[config.mk]
export PLATFORM = sky130hd
export DESIGN_NAME = pit_wide_mul
export DESIGN_NICKNAME = d
export VERILOG_FILES = /design/src/rtl/pit_pkg.sv /design/src/rtl/pit_wide_mul.sv
export SDC_FILE = /design/constraint.sdc
export NUM_CORES = 2
export LEC_CHECK = 0
export CORE_MARGIN = 2
export CORE_UTILIZATION = 40
export CTS_BUF_LIST = sky130_fd_sc_hd__clkbuf_4 sky130_fd_sc_hd__clkbuf_8
export DETAILED_ROUTE_END_ITERATION = 8
export DONT_BUFFER_PORTS = 1
export HOLD_SLACK_MARGIN = 0.03
export SETUP_SLACK_MARGIN = 0.02
export SYNTH_ARGS = -nofsm -noshare
export SYNTH_HDL_FRONTEND = slang
export SYNTH_SLANG_ARGS = --single-unit
[constraint.sdc]
create_clock -name clk -period 14.6 [get_ports clk]
set_clock_uncertainty 0.2 [all_clocks]
set_input_delay 2.19 -clock clk [delete_from_list [all_inputs] [get_ports clk]]
set_output_delay 2.19 -clock clk [all_outputs]
set_load 0.01 [all_outputs]
[src/rtl/pit_pkg.sv]
// ============================================================================
// pit_pkg
// shared constants and types of the point-in-triangle test
// ============================================================================
package pit_pkg;

    // default coordinate width
    localparam int COORD_BITS_DEF = 16;

    // width of a dot product of two corner differences
    localparam int DOT_BITS_DEF = 2 * COORD_BITS_DEF + 4;

    // load enables of the two stages inside a split multiplier
    typedef struct packed {
        logic pp_en;
        logic sum_en;
    } pit_en_t;

endpackage

[src/rtl/pit_wide_mul.sv]
// ============================================================================
// pit_wide_mul
// two-stage signed multiplier: four half-width partial products, then a sum
// ============================================================================
module pit_wide_mul #(
    parameter int N = pit_pkg::DOT_BITS_DEF
) (
    input  logic                    clk,
    input  pit_pkg::pit_en_t        en,
    input  logic signed [N-1:0]     x,
    input  logic signed [N-1:0]     y,
    output logic signed [2*N-1:0]   prod
);
    import pit_pkg::*;

    localparam int L  = (N + 1) / 2;
    localparam int H  = N - L;
    localparam int PW = 2 * N;

    // operand halves: signed upper part, unsigned lower part
    logic signed [H-1:0]     xh;
    logic signed [H-1:0]     yh;
    logic signed [L:0]       xl_s;
    logic signed [L:0]       yl_s;
    logic [L-1:0]            xl;
    logic [L-1:0]            yl;

    logic signed [2*H-1:0]   hh_next;
    logic signed [H+L:0]     hl_next;
    logic signed [H+L:0]     lh_next;
    logic [2*L-1:0]          ll_next;

    logic signed [2*H-1:0]   hh_reg;
    logic signed [H+L:0]     hl_reg;
    logic signed [H+L:0]     lh_reg;
    logic [2*L-1:0]          ll_reg;

    logic signed [PW-1:0]    hh_ext;
    logic signed [PW-1:0]    hl_ext;
    logic signed [PW-1:0]    lh_ext;
    logic [PW-1:0]           ll_ext;
    logic signed [PW-1:0]    prod_next;
    logic signed [PW-1:0]    prod_reg;

    // partial products
    always_comb
    begin
        xh      = x[N-1:L];
        yh      = y[N-1:L];
        xl      = x[L-1:0];
        yl      = y[L-1:0];
        xl_s    = $signed({1'b0, xl});
        yl_s    = $signed({1'b0, yl});
        hh_next = xh * yh;
        hl_next = xh * yl_s;
        lh_next = xl_s * yh;
        ll_next = xl * yl;
    end

    always_ff @(posedge clk)
    begin
        if (en.pp_en)
        begin
            hh_reg <= hh_next;
            hl_reg <= hl_next;
            lh_reg <= lh_next;
            ll_reg <= ll_next;
        end
    end

    // shifted sum of the partial products
    always_comb
    begin
        hh_ext    = PW'(hh_reg);
        hl_ext    = PW'(hl_reg);
        lh_ext    = PW'(lh_reg);
        ll_ext    = PW'(ll_reg);
        prod_next = (hh_ext <<< (2 * L)) + ((hl_ext + lh_ext) <<< L) + $signed(ll_ext);
    end

    always_ff @(posedge clk)
    begin
        if (en.sum_en)
        begin
            prod_reg <= prod_next;
        end
    end

    assign prod = prod_reg;

endmodule

==> metrics.md <==
| Metric | Value |
|---|---|
| WP data required | `approximately 15 ns` |
| H-tree Lvls | `2` |
| Crit-path cells | `nand2_1, inv_1, fa_1, inv_1, fa_1, inv_1, ha_1, inv_1, fa_1, inv_1, fa_1, inv_1, fa_1, inv_1, ha_1, a21o_1, a21oi_1, nand2_1, a21o_1, a2111o_1, a31oi_2, or4b_1, nand4_1` |
| Worst min path class | `register to register` |
| Crit-path slowest cell | `fa_1` |
| Hold WS | `about 0.19 ns` |
| Post-DR vias/cell | `about 5.2` |
| Gate Count Post-Synth | `~5,900` |
| Wire per inst | `roughly 20 um` |
| Initial antenna violation count | `9` |
| CTS sink cnt | `roughly 220` |
| Post-synth cell types | `between 80 and 90` |
| First-pass GRT wire length | `239,000 um` |
| Post-synthesis instance area | `roughly 56,000 um2` |
| I/O pins | `about 150` |
| Least-Margin Pin Slew | `between 0.8 and 0.9 ns` |
| Area grow syn2layout | `3.75%` |
| Final period demand of the worst path | `8.05 ns` |
| Max reg flops | `72` |
| Worst relative slew slack | `0.397` |
| Sequential share of the synthesized area | `0.118` |
| Chip Height | `about 380 um` |
| Die Wd | `377 um` |
| Peak Freq | `roughly 0.12 GHz` |
| Share of cells above drive strength 1 | `0.0190` |
| Core area | `138,000 um2` |
| DRT Pass-1 Iters | `6` |
| Element type at the critical path start | `input port` |
| Synth Flop Type | `edfxtp_1` |
| Mapped Nets | `7,664` |
| Hold-fix buffers, CTS | `0` |
| Hold Vio Cnt, Final | `0` |
| Status | `finished, final reports clean` |
| Worst-Skew Late Latency | `just over 0.7 ns` |
| CP arrival | `~8.4 ns` |
| DP HPWL | `around 110,000 um` |
| # DRC | `0` |
| Port Buf Inserts | `0` |
| Setup TNS | `0 ns` |
| Starting Density | `0.404` |
| Row count | `about 140` |
| Vias in the first global route | `42,961` |
| Crit path max fanout | `36` |
| Post-layout util | `0.419` |
| Slew Limit Fails | `0` |
| Die footprint | `142,000 um2` |
| Clock root buffer | `clkbuf_8` |
| Worst reg2reg setup slack | `roughly 7.4 ns` |
| Initial drt markers | `between 2,000 and 2,500` |
| Max Cap Viol | `0` |
| Critical path class | `input port to register` |
| Fraction of registers with async set or reset after synthesis | `0` |
| Maximum buffer depth of the clock tree | `3` |
| Yosys warns | `0` |
| Largest stage delay on the critical path | `0.61 ns` |
| Nets@finish | `about 7,400` |
| Cell mode on critical path | `inv_1` |
| GRT Overall Usage | `0.217` |
| Sum of buffers and inverters on the critical path | `7` |
| Post-CTS setup buffers | `0` |
| PostCTS Resize Cnt | `0` |
| Routed Antenna Nets | `0` |
| Clock transition at path regs | `~0.080 ns` |
| Routed vias | `~39,000` |
| Flops & latches, synth | `~220` |
| Final period utilization | `0.551` |
| CTS tree | `yes` |
| CTS buffer count | `44` |
| Syn Area/Cell | `9.38 um2` |
| CP top delay family | `adder cells` |
| Largest net degree at the start of global routing | `147` |
| Worst Setup End Kind | `register` |
| WL final | `147,000 um` |
| RSZ-0062 raised after global routing | `no` |
| EDFF count, synth | `around 220` |
| GP Congestion | `around 0.89` |
| Total grt overflow | `0` |
| Final setup vio count | `0` |
==> area by class of cell <==
class | instances | area [um2]
clock buffer | 54 | 687
tap | 1794 | 2240
antenna | 4 | 10.0
clock inverter | 27 | 210
sequential | 218 | 6550
timing repair buffer | 2 | 15.0
inverter | 1304 | 4890
multi-input combinational | 4131 | 43100
fill | 13522 | 80100
==> cell usage after synthesis, types with 3 or more instances <==
cell type,number,share of area
nor2_1,126,0.0085
o211ai_1,19,0.0026
a2111o_1,3,0.00061
xnor2_1,161,0.025
nand3_1,45,0.0040
a211o_1,9,0.0014
a21oi_1,181,0.016
a21boi_0,5,0.00067
nor2b_1,21,0.0024
nand4_1,15,0.0017
a31oi_1,14,0.0016
o21a_1,23,0.0031
fa_1,1099,0.40
a221oi_1,5,0.00079
and2_1,640,0.072
or2_2,3,0.00034
nor4_1,6,0.00067
ha_1,559,0.13
o31ai_1,7,0.00094
o21bai_1,26,0.0035
o2111ai_1,5,0.00079
a31o_2,6,0.00094
o311ai_0,6,0.00094
and3_2,3,0.00040
a2111oi_0,4,0.00063
edfxtp_1,218,0.12
nand2_1,691,0.047
o21ai_1,4,0.00036
or3_1,11,0.0012
xor2_1,46,0.0072
and3_1,27,0.0030
nand2b_1,50,0.0056
o211a_1,4,0.00072
a211oi_1,23,0.0031
o31a_1,4,0.00063
a41oi_1,5,0.00079
a311o_1,3,0.00054
o21ai_0,103,0.0093
clkbuf_1,268,0.018
a21o_1,91,0.012
inv_1,1304,0.088
nand4b_1,3,0.00047
nor3_1,29,0.0026
==> through the flow <==
stage	cells	setup slack [ns]	cell area (um2)
floorplan	5931	6.03	55600
global placement	7449	6.05	56800
detailed placement	7449	5.94	56800
CTS	7530	6.66	57700
global route	7532	6.26	57700
finish	7534	6.55	57700
==> path summary, 6_finish.rpt <==
path,endpoint,cells past startpoint,from
max,hh_reg[32]$_DFFE_PP_,23,y[18]
min,prod[11]$_DFFE_PP_,0,ll_reg[11]$_DFFE_PP_
max reg2reg,prod[71]$_DFFE_PP_,21,hl_reg[0]$_DFFE_PP_
min reg2reg,prod[11]$_DFFE_PP_,0,ll_reg[11]$_DFFE_PP_
==> cells by family (layout without fill, tap and decap cells) <==
group | after synthesis | count (layout) | synth area share
simple gates | 1684 | 1684 | 0.152
fa+ha+maj | 1658 | 1658 | 0.521
buf+inv | 1582 | 1387 | 0.107
compound gates | 579 | 579 | 0.0690
flops | 218 | 218 | 0.118
xor+xnor | 207 | 207 | 0.0326
mux | 3 | 3 | 0.000562
other cells | 0 | 4 | 0
==> layout by cell type (no fill, tap or decap), types with 15 or more instances in the layout <==
cell type / Yosys / final
inv_1: 1304 / 1304
fa_1: 1099 / 1099
nand2_1: 691 / 691
and2_1: 640 / 640
ha_1: 559 / 559
edfxtp_1: 218 / 218
a21oi_1: 181 / 181
xnor2_1: 161 / 161
nor2_1: 126 / 126
o21ai_0: 103 / 103
a21o_1: 91 / 91
nand2b_1: 50 / 50
xor2_1: 46 / 46
nand3_1: 45 / 45
clkbuf_8: 1 / 45
nor3_1: 29 / 29
and3_1: 27 / 27
o21bai_1: 26 / 26
o21a_1: 23 / 23
a211oi_1: 23 / 23
nor2b_1: 21 / 21
o211ai_1: 19 / 19
nand4_1: 15 / 15
==> metal layers <==
layer  track usage  vias up  wire length, um  share of wire
li1              -    17606                -              -
met1         0.282    20155            62000           0.42
met2         0.368     1129            70500           0.48
met3        0.0325      232             9210          0.063
met4        0.0731        4             5380          0.037
met5             0        -               30        0.00020
Power is not shown: default switching activity piles up to over one toggle a cycle in this logic, so the estimate is an artifact.
